==> config.mk <==
export PLATFORM = sky130hd
export DESIGN_NAME = xy_line_to_quad_expander
export DESIGN_NICKNAME = d
export VERILOG_FILES = /design/src/xlq_pkg.sv /design/src/xlq_root.sv /design/src/xlq_div.sv /design/src/xy_line_to_quad_expander.sv
export VERILOG_INCLUDE_DIRS = /design/src /design/src/src
export SDC_FILE = /design/constraint.sdc
export NUM_CORES = 2
export LEC_CHECK = 0
export BUFFER_PORTS_ARGS = -buffer_cell sky130_fd_sc_hd__buf_2
export CAP_MARGIN = 20
export CORE_MARGIN = 4
export CORE_UTILIZATION = 35
export DETAILED_ROUTE_END_ITERATION = 8
export GPL_ROUTABILITY_DRIVEN = 0
export SKIP_CTS_REPAIR_TIMING = 1
export SYNTH_ARGS = -nofsm -noshare
export SYNTH_HDL_FRONTEND = slang
export SYNTH_SLANG_ARGS = --single-unit
==> constraint.sdc <==
create_clock -name clk -period 6.4 [get_ports clk]
set_input_delay 1.28 -clock clk [delete_from_list [all_inputs] [get_ports clk]]
set_output_delay 1.28 -clock clk [all_outputs]
set_load 0.01 [all_outputs]
==> src/xy_line_to_quad_expander_defines.svh <==
// Assertion macros for the expander, the file that checks itself.
`ifndef XY_LINE_TO_QUAD_EXPANDER_DEFINES_SVH
`define XY_LINE_TO_QUAD_EXPANDER_DEFINES_SVH

// Assert that a condition implies a consequence on the same edge.
`define XLQ_ASSERT_IMP(label, clk, rst, cond, cons, msg) \
  label: assert property (@(posedge clk) disable iff (rst) (cond) |-> (cons)) \
    else $error(msg);

// Assert that a condition implies a consequence on the next edge.
`define XLQ_ASSERT_NEXT(label, clk, rst, cond, cons, msg) \
  label: assert property (@(posedge clk) disable iff (rst) (cond) |=> (cons)) \
    else $error(msg);

`endif

==> src/xlq_pkg.sv <==
package xlq_pkg;

  localparam int SampleBits = 16;
  localparam int HwBits = 15;
  localparam logic [HwBits-1:0] HwReset = 15'd655;
  // Sum of squares gets 2*(SampleBits+1)+2 bits; the root half of that.
  localparam int SumBits = 2 * (SampleBits + 1) + 2;
  localparam int RootBits = SumBits / 2;
  // Product |d|*w and the rounded quotient.
  localparam int ProdBits = SampleBits + 1 + HwBits + 1;
  localparam int QuoBits = HwBits + 1;
  localparam int VertexCount = 6;

  typedef enum logic [2:0] {
    ST_IDLE,
    ST_SQUARE,
    ST_ROOT,
    ST_DIVX,
    ST_DIVY,
    ST_EMIT
  } state_t;

  // Control toward the serial arithmetic unit.
  typedef struct packed {
    logic start_root;
    logic start_div;
  } unit_ctrl_t;

  // Status from the serial arithmetic unit.
  typedef struct packed {
    logic done;
  } unit_stat_t;

  function automatic logic signed [17:0] sat18(input logic signed [19:0] v);
    if (v > 20'sd131071) begin
      return 18'sd131071;
    end else if (v < -20'sd131072) begin
      return -18'sd131072;
    end
    return v[17:0];
  endfunction

endpackage

==> src/xlq_root.sv <==
// Bit-serial square root: one result bit per cycle (restoring method).
module xlq_root (
  input  logic                          clk,
  input  logic                          start,
  input  logic [xlq_pkg::SumBits-1:0]   radicand,
  output logic                          done,
  output logic [xlq_pkg::RootBits-1:0]  root
);
  import xlq_pkg::*;

  localparam int CntBits = $clog2(RootBits + 1);

  logic [SumBits-1:0]  rad;
  logic [RootBits+1:0] rem;
  logic [CntBits-1:0]  cnt;
  logic                busy;
  logic [RootBits+1:0] trial;
  logic [RootBits+1:0] shifted;

  // Bring down two radicand bits and try the next root bit.
  always_comb begin
    shifted = {rem[RootBits-1:0], rad[SumBits-1 -: 2]};
    trial   = shifted - {root, 2'b01};
  end

  always_ff @(posedge clk) begin
    if (start) begin
      rad  <= radicand;
      rem  <= '0;
      root <= '0;
      cnt  <= CntBits'(RootBits);
      busy <= 1'b1;
      done <= 1'b0;
    end else if (busy) begin
      rad <= {rad[SumBits-3:0], 2'b00};
      if (!trial[RootBits+1]) begin
        rem  <= trial;
        root <= {root[RootBits-2:0], 1'b1};
      end else begin
        rem  <= shifted;
        root <= {root[RootBits-2:0], 1'b0};
      end
      cnt  <= cnt - 1'b1;
      done <= (cnt == CntBits'(1));
      if (cnt == CntBits'(1)) begin
        busy <= 1'b0;
      end
    end else begin
      done <= 1'b0;
    end
  end
endmodule

==> src/xlq_div.sv <==
// Bit-serial restoring divider: one quotient bit per cycle.
module xlq_div (
  input  logic                          clk,
  input  logic                          start,
  input  logic [xlq_pkg::ProdBits-1:0]  dividend,
  input  logic [xlq_pkg::RootBits-1:0]  divisor,
  output logic                          done,
  output logic [xlq_pkg::ProdBits-1:0]  quotient
);
  import xlq_pkg::*;

  localparam int CntBits = $clog2(ProdBits + 1);

  logic [ProdBits-1:0] num;
  logic [RootBits:0]   rem;
  logic [RootBits:0]   shifted;
  logic [RootBits:0]   diff;
  logic [CntBits-1:0]  cnt;
  logic                busy;

  always_comb begin
    shifted = {rem[RootBits-1:0], num[ProdBits-1]};
    diff    = shifted - {1'b0, divisor};
  end

  always_ff @(posedge clk) begin
    if (start) begin
      num      <= dividend;
      rem      <= '0;
      quotient <= '0;
      cnt      <= CntBits'(ProdBits);
      busy     <= 1'b1;
      done     <= 1'b0;
    end else if (busy) begin
      num <= {num[ProdBits-2:0], 1'b0};
      if (!diff[RootBits]) begin
        rem      <= diff;
        quotient <= {quotient[ProdBits-2:0], 1'b1};
      end else begin
        rem      <= shifted;
        quotient <= {quotient[ProdBits-2:0], 1'b0};
      end
      cnt  <= cnt - 1'b1;
      done <= (cnt == CntBits'(1));
      if (cnt == CntBits'(1)) begin
        busy <= 1'b0;
      end
    end else begin
      done <= 1'b0;
    end
  end
endmodule

==> src/xy_line_to_quad_expander.sv <==
// XY line to quad expander.
// Input channel: sample_x, sample_y, brightness with in_valid / in_stall.
// A transfer happens on a rising edge with valid high and stall low.
// Output channel: one vertex per transfer on out_valid / out_stall; each
// input sample yields six vertices, the sixth flagged by last_vertex.
// half_width is written through cfg_write / cfg_data; the user must write
// it only while idle, as the block itself does not enforce that.
// Processing: serial squaring, a bit-serial square root and two passes
// (serial multiply by the width, then bit-serial divide), then the six
// vertices are emitted; a new sample is accepted the cycle after the sixth
// has transferred. A zero-length segment skips both passes.
// Reset (rst, synchronous) sets half_width to 655 and the kept point to
// the origin. While the receiver stalls the current vertex holds and no
// new sample is taken until all six have been transferred.
module xy_line_to_quad_expander (
  input  logic               clk,
  input  logic               rst,
  input  logic               cfg_write,
  input  logic [14:0]        cfg_data,
  input  logic               in_valid,
  output logic               in_stall,
  input  logic signed [15:0] sample_x,
  input  logic signed [15:0] sample_y,
  input  logic [15:0]        brightness,
  output logic               out_valid,
  input  logic               out_stall,
  output logic signed [17:0] vertex_x,
  output logic signed [17:0] vertex_y,
  output logic [15:0]        vertex_bright,
  output logic signed [17:0] along_coord,
  output logic signed [15:0] across_coord,
  output logic [16:0]        segment_length,
  output logic               last_vertex
);
  import xlq_pkg::*;
  `include "xy_line_to_quad_expander_defines.svh"

  localparam int SqCntBits = $clog2(SampleBits + 2);

  state_t state, state_next;
  logic [HwBits-1:0] hw;
  logic signed [SampleBits-1:0] x0, y0, x1, y1;
  logic [15:0] bright;
  logic signed [SampleBits:0] dx, dy;
  logic [SampleBits:0] mag_a, mag_b;
  logic [SumBits-1:0] sum;
  logic [SampleBits:0] mplier;
  logic [SampleBits:0] mcand;
  logic [SqCntBits-1:0] sq_cnt;
  logic sq_second;
  logic [RootBits-1:0] z;
  logic signed [QuoBits:0] ddx, ddy;
  logic [2:0] vcnt;
  unit_ctrl_t ctrl;
  unit_stat_t root_stat, div_stat;
  logic [RootBits-1:0] root_val;
  logic [ProdBits-1:0] quo;
  logic [ProdBits-1:0] div_num;
  logic in_xfer, out_xfer;

  assign in_xfer  = in_valid && !in_stall;
  assign out_xfer = out_valid && !out_stall;
  assign dx = (SampleBits+1)'(x1) - (SampleBits+1)'(x0);
  assign dy = (SampleBits+1)'(y1) - (SampleBits+1)'(y0);

  // Magnitudes of the deltas.
  always_comb begin
    mag_a = dx[SampleBits] ? (SampleBits+1)'(-dx) : dx;
    mag_b = dy[SampleBits] ? (SampleBits+1)'(-dy) : dy;
  end

  // Rounded dividend |delta|*w + z/2 for the current axis; the product is
  // formed serially through the squaring shift-add as well.
  logic [ProdBits-1:0] prod;
  assign div_num = prod + ProdBits'(z >> 1);

  xlq_root u_root (
    .clk(clk), .start(ctrl.start_root), .radicand(sum),
    .done(root_stat.done), .root(root_val)
  );

  xlq_div u_div (
    .clk(clk), .start(ctrl.start_div), .dividend(div_num), .divisor(z),
    .done(div_stat.done), .quotient(quo)
  );

  // Next state.
  always_comb begin
    state_next = state;
    unique case (state)
      ST_IDLE:   if (in_xfer) state_next = ST_SQUARE;
      ST_SQUARE: if (sq_second && sq_cnt == '0) state_next = ST_ROOT;
      ST_ROOT:   if (root_stat.done) state_next = ST_DIVX;
      ST_DIVX:   if (z == '0 || (div_stat.done && sq_second)) state_next = ST_DIVY;
      ST_DIVY:   if (z == '0 || (div_stat.done && sq_second)) state_next = ST_EMIT;
      ST_EMIT:   if (out_xfer && vcnt == 3'(VertexCount - 1)) state_next = ST_IDLE;
      default:   state_next = ST_IDLE;
    endcase
  end

  // Outputs of the sequencer.
  always_comb begin
    in_stall  = (state != ST_IDLE);
    out_valid = (state == ST_EMIT);
  end

  // Control: serial multiply (shift-add), one multiplier bit per cycle.
  // sq_second marks the second pass of squaring, or in divide states
  // that the product is ready and the divider has been started.
  logic div_started;

  // Start pulses for the root and the divider, registered: each is raised in
  // the cycle after its operand is complete.
  always_ff @(posedge clk) begin
    if (rst) begin
      ctrl <= '0;
    end else begin
      ctrl.start_root <= (state == ST_SQUARE) && sq_second && (sq_cnt == '0);
      ctrl.start_div  <= (state == ST_DIVX || state == ST_DIVY) && (z != '0) &&
                         !div_started && (sq_cnt == '0);
    end
  end

  always_ff @(posedge clk) begin
    if (rst) begin
      state <= ST_IDLE;
      hw    <= HwReset;
      x0    <= '0;
      y0    <= '0;
      vcnt  <= '0;
    end else begin
      state <= state_next;
      if (cfg_write) hw <= cfg_data;
      unique case (state)
        ST_IDLE: if (in_xfer) begin
          x1 <= sample_x; y1 <= sample_y; bright <= brightness;
          sum <= '0; sq_second <= 1'b0; sq_cnt <= SqCntBits'(SampleBits + 1);
        end
        ST_SQUARE: begin
          if (sq_cnt == SqCntBits'(SampleBits + 1)) begin
            mplier <= sq_second ? mag_b : mag_a;
            mcand  <= sq_second ? mag_b : mag_a;
            prod   <= '0;
            sq_cnt <= sq_cnt - 1'b1;
          end else if (sq_cnt != '0) begin
            if (mplier[0]) sum <= sum + (SumBits'(mcand) << (SampleBits - sq_cnt));
            mplier <= mplier >> 1;
            sq_cnt <= sq_cnt - 1'b1;
          end else if (!sq_second) begin
            sq_second <= 1'b1;
            sq_cnt <= SqCntBits'(SampleBits + 1);
          end
        end
        ST_ROOT: if (root_stat.done) begin
          z <= root_val;
          sq_second <= 1'b0; div_started <= 1'b0;
          sq_cnt <= SqCntBits'(SampleBits + 1);
          mplier <= mag_a; prod <= '0;
          if (root_val == '0) begin
            ddx <= (QuoBits+1)'(hw); ddy <= '0;
          end
        end
        ST_DIVX, ST_DIVY: if (z != '0) begin
          // Serial product |delta| * w, then one divide.
          if (!div_started) begin
            if (sq_cnt != '0) begin
              if (mplier[0]) prod <= prod + (ProdBits'(hw) << (SampleBits + 1 - sq_cnt));
              mplier <= mplier >> 1;
              sq_cnt <= sq_cnt - 1'b1;
            end else begin
              div_started <= 1'b1;
              sq_second <= 1'b1;
            end
          end else if (div_stat.done) begin
            if (state == ST_DIVX) begin
              ddx <= dx[SampleBits] ? -(QuoBits+1)'(quo) : (QuoBits+1)'(quo);
            end else begin
              ddy <= dy[SampleBits] ? -(QuoBits+1)'(quo) : (QuoBits+1)'(quo);
            end
            div_started <= 1'b0; sq_second <= 1'b0;
            sq_cnt <= SqCntBits'(SampleBits + 1);
            mplier <= mag_b; prod <= '0;
          end
        end
        ST_EMIT: if (out_xfer) begin
          vcnt <= (vcnt == 3'(VertexCount - 1)) ? '0 : vcnt + 1'b1;
          if (vcnt == 3'(VertexCount - 1)) begin
            x0 <= x1; y0 <= y1;
          end
        end
        default: ;
      endcase
    end
  end

  // Vertex formation: p0 vertices are 0,1,3; +n vertices are 1,3,5.
  logic at_p1, plus_n;
  logic signed [19:0] bx, by, ex, ey;
  always_comb begin
    at_p1  = (vcnt == 3'd2) || (vcnt == 3'd4) || (vcnt == 3'd5);
    plus_n = (vcnt == 3'd1) || (vcnt == 3'd3) || (vcnt == 3'd5);
    bx = at_p1 ? 20'(x1) + 20'(ddx) : 20'(x0) - 20'(ddx);
    by = at_p1 ? 20'(y1) + 20'(ddy) : 20'(y0) - 20'(ddy);
    // n = (-ddy, ddx).
    ex = plus_n ? bx - 20'(ddy) : bx + 20'(ddy);
    ey = plus_n ? by + 20'(ddx) : by - 20'(ddx);
    vertex_x = sat18(ex);
    vertex_y = sat18(ey);
    vertex_bright = bright;
    along_coord = at_p1 ? sat18(20'($signed({1'b0, z})) + 20'(hw)) : -18'(hw);
    across_coord = plus_n ? 16'(hw) : -16'(hw);
    segment_length = (z > RootBits'(131071)) ? 17'd131071 : 17'(z);
    last_vertex = (vcnt == 3'(VertexCount - 1));
  end

  `XLQ_ASSERT_IMP(a_no_out_idle, clk, rst, state == ST_IDLE, !out_valid, "vertex outside emit")
  `XLQ_ASSERT_NEXT(a_last_ends, clk, rst, out_xfer && last_vertex, state == ST_IDLE,
    "segment did not end after last vertex")
  `XLQ_ASSERT_IMP(a_stall_busy, clk, rst, state != ST_IDLE, in_stall, "input taken while busy")
endmodule
Yosys cells after proc, flatten, opt, wreduce, memory -nomap -nowiden
Index checks and enable logic that the tools add are counted.
{ "op_classes": {"add_sub_neg": 27, "order_cmp": 7, "n_eq_ne": 33, "shift": 2, "mux": 104, "bitwise": 3, "reduce_logical": 49} }
{ "op_table": {"columns": ["op", "n"], "rows": [
  ["two-way mux 17 bit", 24],
  ["two-way mux 33 bit", 9],
  ["two-way mux 18 bit", 12],
  ["two-way mux 36 bit", 6],
  ["case mux 33 bit (3 select lines)", 1],
  ["two-way mux 20 bit", 4],
  ["case mux 36 bit (2 select lines)", 1],
  ["case mux 17 bit (2 select lines)", 2],
  ["less-than comparator 20 x 18 -> 1 bit (second input constant)", 3],
  ["negation 17 bit", 3],
  ["case mux 17 bit (3 select lines)", 1],
  ["two-way mux 5 bit", 9],
  ["adder 20 x 17 -> 20 bit", 2],
  ["greater-than comparator 20 x 18 -> 1 bit (second input constant)", 2],
  ["subtractor 20 x 17 -> 20 bit", 2],
  ["adder 16 x 17 -> 18 bit", 2],
  ["adder 36 bit", 1],
  ["zero test 18 bit", 2],
  ["left shift 17 x 32 -> 36 bit", 1],
  ["subtractor 16 x 17 -> 18 bit", 2],
  ["subtractor 16 x 16 -> 17 bit", 2],
  ["adder 33 x 17 -> 33 bit", 1],
  ["adder 33 bit", 1],
  ["left shift 15 x 32 -> 33 bit", 1],
  ["other kinds (48)", 131]
]} }
{ "totals": {"regBits": 420, "inputBits": 68, "output_inout_bits": 106, "elab_cells": 257} }

Logic depth before layout (Yosys ltp)
{ "depth": {"depth_word": 10, "depth_mapped": 27, "ltp_nobuf": 26} }

Hierarchy
Synthesis repeated with hierarchy kept, for this count alone.
{ "hier_totals": {"cells_unflattened": 4178, "hier_area_um2": 36208.5} }
{ "by_module_without_submodules": {"columns": ["mod", "instances", "cells_per_inst", "area_per_inst_um2", "seq_area_each_um2"], "rows": [
  ["xy_line_to_quad_expander", 1, 3282, 27002.1, 7407.1],
  ["xlq_div", 1, 463, 4823.4, 2172.1],
  ["xlq_root", 1, 433, 4383.0, 1941.9]
]} }

Worst setup path before layout
No wires, ideal clock.
{ "synth_timing": {"kind": "flip-flop to output port", "start": "register ddx[0]", "end": "output vertex_x[10]", "t_arrival_ps": 5035, "required_time_ps": 5120, "slack_ps": 85, "path_stages_with_launch": 25, "path_buffers": 1, "path_cell_list": "edfxtp_1 > ha_1 > inv_1 > fa_1 > nor2b_1 > o21ai_0 > a21boi_0 > o21ai_0 > a21boi_0 > o21bai_1 > a21boi_0 > o21ai_0 > a21oi_1 > a21oi_1 > ha_1 > or3_1 > o21ai_0 > nor3_2 > o41ai_1 > o2bb2ai_1 > mux2_2 > a22o_1 > a22oi_2 > buf_6 > a21o_1"} }
{ "synth_via": {"elab_chain_len": 8, "word_cells_on_any_way": 12, "cone_classes": "add/sub: 4; order compare: 2; mux: 6"} }
{ "synth_lines": {"columns": ["item", "line_no", "source"], "rows": [
  ["from (decl)", "xy_line_to_quad_expander.sv:52", "logic signed [QuoBits:0] ddx, ddy;"],
  ["from (signal assigned)", "xy_line_to_quad_expander.sv:176", "ddx <= dx[SampleBits] ? -(QuoBits+1)'(quo) : (QuoBits+1)'(quo);"],
  ["subtractor 16 x 17 -> 18 bit or adder 16 x 17 -> 18 bit (tied branches)", "xy_line_to_quad_expander.sv:202", "bx = at_p1 ? 20'(x1) + 20'(ddx) : 20'(x0) - 20'(ddx);"],
  ["two-way mux 20 bit (*)", "xy_line_to_quad_expander.sv:202", null],
  ["adder 20 x 17 -> 20 bit or subtractor 20 x 17 -> 20 bit (tied branches)", "xy_line_to_quad_expander.sv:205", "ex = plus_n ? bx - 20'(ddy) : bx + 20'(ddy);"],
  ["two-way mux 20 bit (*)", "xy_line_to_quad_expander.sv:205", null],
  ["less-than comparator 20 x 18 -> 1 bit", "xlq_pkg.sv:37", "end else if (v < -20'sd131072) begin"],
  ["two-way mux 1 bit", "xlq_pkg.sv:37", null],
  ["two-way mux 1 bit", "xlq_pkg.sv:35", "if (v > 20'sd131071) begin"],
  ["two-way mux 18 bit (*)", "xlq_pkg.sv:40", "return v[17:0];"],
  ["to (decl)", "xy_line_to_quad_expander.sv:27", "output logic signed [17:0] vertex_x,"]
]} }
Mark *: on every way between the ends. The rest lies on a longest branch, timed or not.

Worst setup path in the final report
{ "layout_timing": {"start": "register ddy[0]", "end": "output vertex_y[8]"} }
{ "layout_via": {"elab_chain_len": 8, "word_cells_on_any_way": 12, "cone_classes": "add/sub: 4; order compare: 2; mux: 6"} }
{ "layout_lines": {"columns": ["item", "line_no", "source"], "rows": [
  ["from (decl)", "xy_line_to_quad_expander.sv:52", null],
  ["from (signal assigned)", "xy_line_to_quad_expander.sv:178", "ddy <= dy[SampleBits] ? -(QuoBits+1)'(quo) : (QuoBits+1)'(quo);"],
  ["subtractor 16 x 17 -> 18 bit or adder 16 x 17 -> 18 bit (tied branches)", "xy_line_to_quad_expander.sv:203", "by = at_p1 ? 20'(y1) + 20'(ddy) : 20'(y0) - 20'(ddy);"],
  ["two-way mux 20 bit (*)", "xy_line_to_quad_expander.sv:203", null],
  ["subtractor 20 x 17 -> 20 bit or adder 20 x 17 -> 20 bit (tied branches)", "xy_line_to_quad_expander.sv:206", "ey = plus_n ? by + 20'(ddx) : by - 20'(ddx);"],
  ["two-way mux 20 bit (*)", "xy_line_to_quad_expander.sv:206", null],
  ["less-than comparator 20 x 18 -> 1 bit", "xlq_pkg.sv:37", null],
  ["two-way mux 1 bit", "xlq_pkg.sv:37", null],
  ["two-way mux 1 bit", "xlq_pkg.sv:35", null],
  ["two-way mux 18 bit (*)", "xlq_pkg.sv:40", null],
  ["to (decl)", "xy_line_to_quad_expander.sv:28", "output logic signed [17:0] vertex_y,"]
]} }
Marked as above.

==> impl_results.md <==
* Synth Net Count at 4404
* Crit path buffers/inverters at 3
* Total design power at 14.30 mW
* Vertical die dimension at 323.5 µm
* Int Power at 8.404 mW
* Launch instance of the worst min-delay path: x0[1]
* Top Family by Delay on Critical Path: compound AO/OA/AOI/OAI gates
* Overall routing resource usage at 19.95%
* FF-to-FF Start: sq_cnt[2]
* Time the worst path needs with I/O delays and setup at 6.854 ns
* Slowest cell on crit path: o41a_1
* Starting density of the core at 35.35%
* Sum of overflow across all layers after global routing at 0
* Worst hold-check slack at 0.4867 ns
* Power dissipated by switching net loads at 5.891 mW
* Core Rows at 115
* Number of distinct standard cells referenced by the synthesized netlist at 101
* CTS tree: done
* Area Overhead vs Synth at 14.94%
* Setup slack of the worst register-to-register path at 0.61 ns
* Cell area power density at 356.9 nW/µm²
* Core Util, Final at 40.63%
* Count of pins on the block boundary at 174
* Slew at the pin with the worst max-slew slack at 1.091 ns
* Final design area excluding fillers at 40050 µm²
* Arrival @ worst endpoint at 5.57 ns
* Worst max-slew margin expressed relative to the limit at 26.77%
* DR vias at 30900
* First-pass detailed-route iteration total at 9
* Top fanout value on the critical path at 16
* Class of the most critical setup path: reg2out
* Most used flip-flop cell after synthesis: edfxtp_1
* Critical Path RT at 5.12 ns
* Final total negative setup slack at -14.38 ns
* Average routed wire per standard cell at 19.59 µm
* Critical Path Max Stage Delay at 0.46 ns
* Placement Setup Slack at -0.3676 ns
* Final Routed Wirelength at 109.1 mm
* Number of placed instances with taps included at 5450
* Number of buffers created by CTS at 49
* Min-delay worst type: reg2reg
* Count of nets after finishing at 4604
* Yosys reg bits at 420
* Largest net degree at the start of global routing at 80
* Seq pwr share at 31.5%
* DRT antenna net count at 0
* Core area at 98560 µm²
* Proportion of synthesized chip area in sequential cells at 32.15%
* Critical Path Source Type: register
* Number of flops mapped to enable cells by yosys at 279
* Vias per inst at 5.549
* Final Max Tran Viols at 0
* Die width at 323.5 µm
* CTS root buffer: clkbuf_16
* Later-pin clock latency in the skew report at 0.62 ns
* Violation count after the first detailed-routing iteration at 2598
* Run status: finished with violations
* Cell type contributing the most total cell area after synthesis: edfxtp_1
* Leading cell types by total area after synthesis: edfxtp_1 24%, ha_1 10%, dfxtp_1 8.1%, nor2_1 5.0%, xnor2_1 4.8%
* Unrepaired setup endpoints after global routing: true
* Count of placed standard cells in the final layout, fillers left out at 5568
* Post-Syn Instances at 4036
* Die Footprint at 104700 µm²
* Average instance area after synthesis at 8.633 µm²
* Final critical-path setup slack at -0.4540 ns
* CTS max path bufs at 3
* HPWL after detailed placement at 83.71 mm
* Number of remaining DRC errors at 0
* Worst clock skew at 0.02251 ns
* Share of synthesized registers carrying an async set or reset at 0%
* Vias in the first global route at 28000
* Fraction of power consumed by combinational cells at 48.2%
* IO buf count at 173
* Achievable clock frequency at 145.9 MHz
* Sink count of the clock tree at 420
* Worst setup startpoint: ddy[0]
* Placed inst area at 37710 µm²
* Warning count from the yosys run at 0
* Final setup violation count at 35
* Violated checks: setup timing
* Initial antenna violation count at 4
* Switching power share of the total at 41.21%
* Lkg Pwr at 16.30 nW
* Clock transition at the registers of the reported paths at 0.06 ns
* Number of violations of the max-capacitance limit at 0
* Share of the synthesized area in the top cell type at 24.05%
* Critical path endpoint category: output pin
* First-pass GRT wire length at 164.4 mm
* Max H-tree Level at 2
* Post-route fraction of the period consumed by the critical path at 107.1%
* IR Drop Worst-Case VDD at 0.0002983 V
* Clock network fraction of design power at 20.4%
* Count of endpoints failing hold in the final timing report at 0
* Share of final-layout standard cells stronger than drive strength 1 at 14.71%
* Mapped cell area at 34840 µm²
-- worst reg2reg max path, stage by stage, from the launching register on --
cell       delay (ns)
edfxtp_1         0.53
inv_1            0.10
ha_1             0.28
nand2b_1         0.28
and2_1           0.43
nor4_1           0.61
mux2i_1          0.33
a21oi_1          0.26
nor2b_1          0.17
ha_1             0.33
o21a_1           0.14
o21a_1           0.16
o21a_1           0.17
o2111a_1         0.26
o2111ai_1        0.21
o21ai_0          0.20
a41oi_1          0.38
a21oi_1          0.16
a221oi_1         0.31
xor2_1           0.17
nor2_1           0.05
-- worst paths after layout --
check | cells after the start | end
worst max-delay path | 27 | vertex_y[8]
worst min-delay path | 2 | x0[1]
worst max register to register | 20 | prod[31]
worst min register to register | 2 | x0[1]
-- layer usage --
layer | GRT usage, % | share of wire, % | routed length, µm | vias to the layer above
met2 | 30.79 | 44 | 47590 | 949
met4 | 5.492 | 2.5 | 2781 | 0
met3 | 4.030 | 7.9 | 8587 | 138
met5 | 0 | 0 | 0 | -
met1 | 28.39 | 46 | 50110 | 14670
li1 | - | - | - | 15140
-- cell usage in the layout, fill, tap and decap left out, types with 15 or more instances in the layout --
| cell type | instances |
|---|---|
| edfxtp_1 | 279 |
| a31oi_1 | 47 |
| xor2_1 | 138 |
| and2_1 | 20 |
| o31a_1 | 15 |
| nand4_1 | 25 |
| nand3_1 | 81 |
| o21ai_0 | 200 |
| or3_1 | 63 |
| xnor2_1 | 187 |
| a311oi_1 | 15 |
| nor4_1 | 25 |
| nor2_1 | 463 |
| dfxtp_1 | 137 |
| o21a_1 | 57 |
| and3_1 | 32 |
| o21bai_1 | 17 |
| mux2i_1 | 110 |
| a21o_1 | 105 |
| a21oi_2 | 15 |
| clkbuf_16 | 55 |
| mux2_2 | 67 |
| buf_2 | 170 |
| o21ai_1 | 21 |
| nor3_1 | 77 |
| a21oi_1 | 269 |
| nand2b_1 | 41 |
| nor2b_1 | 58 |
| inv_1 | 213 |
| nand2_1 | 360 |
| o211ai_1 | 21 |
| o22ai_1 | 18 |
| ha_1 | 280 |
| buf_4 | 127 |
| o31ai_1 | 29 |
| a211oi_1 | 61 |
-- state kept, by name, summed over array words and instances (netlist names), 6 cells and up --
register        flops
u_div.cnt           6
y0                 16
vertex_bright      16
u_root.rad         36
x1                 16
y1                 16
x0                 16
u_root.rem         18
hw                 15
u_root.root        18
z                  18
u_div.num          33
prod               33
mcand              17
u_div.rem          18
ddy                17
mplier             17
sum                36
u_div.quotient     17
ddx                17
-- cell type report --
type                    instances  area (µm²)
clock inverters                32       280.3
multi-input cells            3230       22660
repair buffers                315        2082
clock buffers                  60        1371
well taps                    1287        1610
flip-flops and latches        420       11210
inverters                     220       825.8
fillers                      9792       58510
diodes                          4       10.01
-- Yosys cell counts, types with 14 or more instances --
cell type,instances
o31ai_1,31
ha_1,287
o21a_1,57
xor2_1,138
o31a_1,15
o21ai_0,217
mux2i_1,112
a211oi_1,64
nor2_1,468
mux2_2,67
a2111oi_0,15
a311oi_1,16
nor3_1,84
or3_1,64
a21o_1,105
a21oi_1,282
and3_1,32
nand2_1,363
o22ai_1,18
o211ai_1,21
edfxtp_1,279
inv_1,216
mux4_2,14
clkbuf_1,133
nor4_1,25
nand3_1,83
and2_1,20
nor2b_1,61
a31oi_1,51
buf_1,24
xnor2_1,189
nand2b_1,41
o21bai_1,17
dfxtp_1,141
nand4_1,25
-- power by group through the flow --
stage	Clock (mW)	Sequential (mW)	Combinational [mW]
detailed placement	0	4.54	6.74
finish	2.91	4.50	6.88
floorplan	0	4.28	5.23
global placement	0	4.53	6.59
CTS	2.98	4.49	6.78
global route	3.09	4.58	7.66
-- cells by family after synthesis --
logic type	after synthesis	synth area share (%)
compound gates	1069	20.09
simple gates	1339	17.84
fa+ha+maj	300	11.05
buf+inv	386	4.248
mux	194	6.353
flops	420	32.15
xor+xnor	328	8.267
Power figures use the tool's default switching activity.
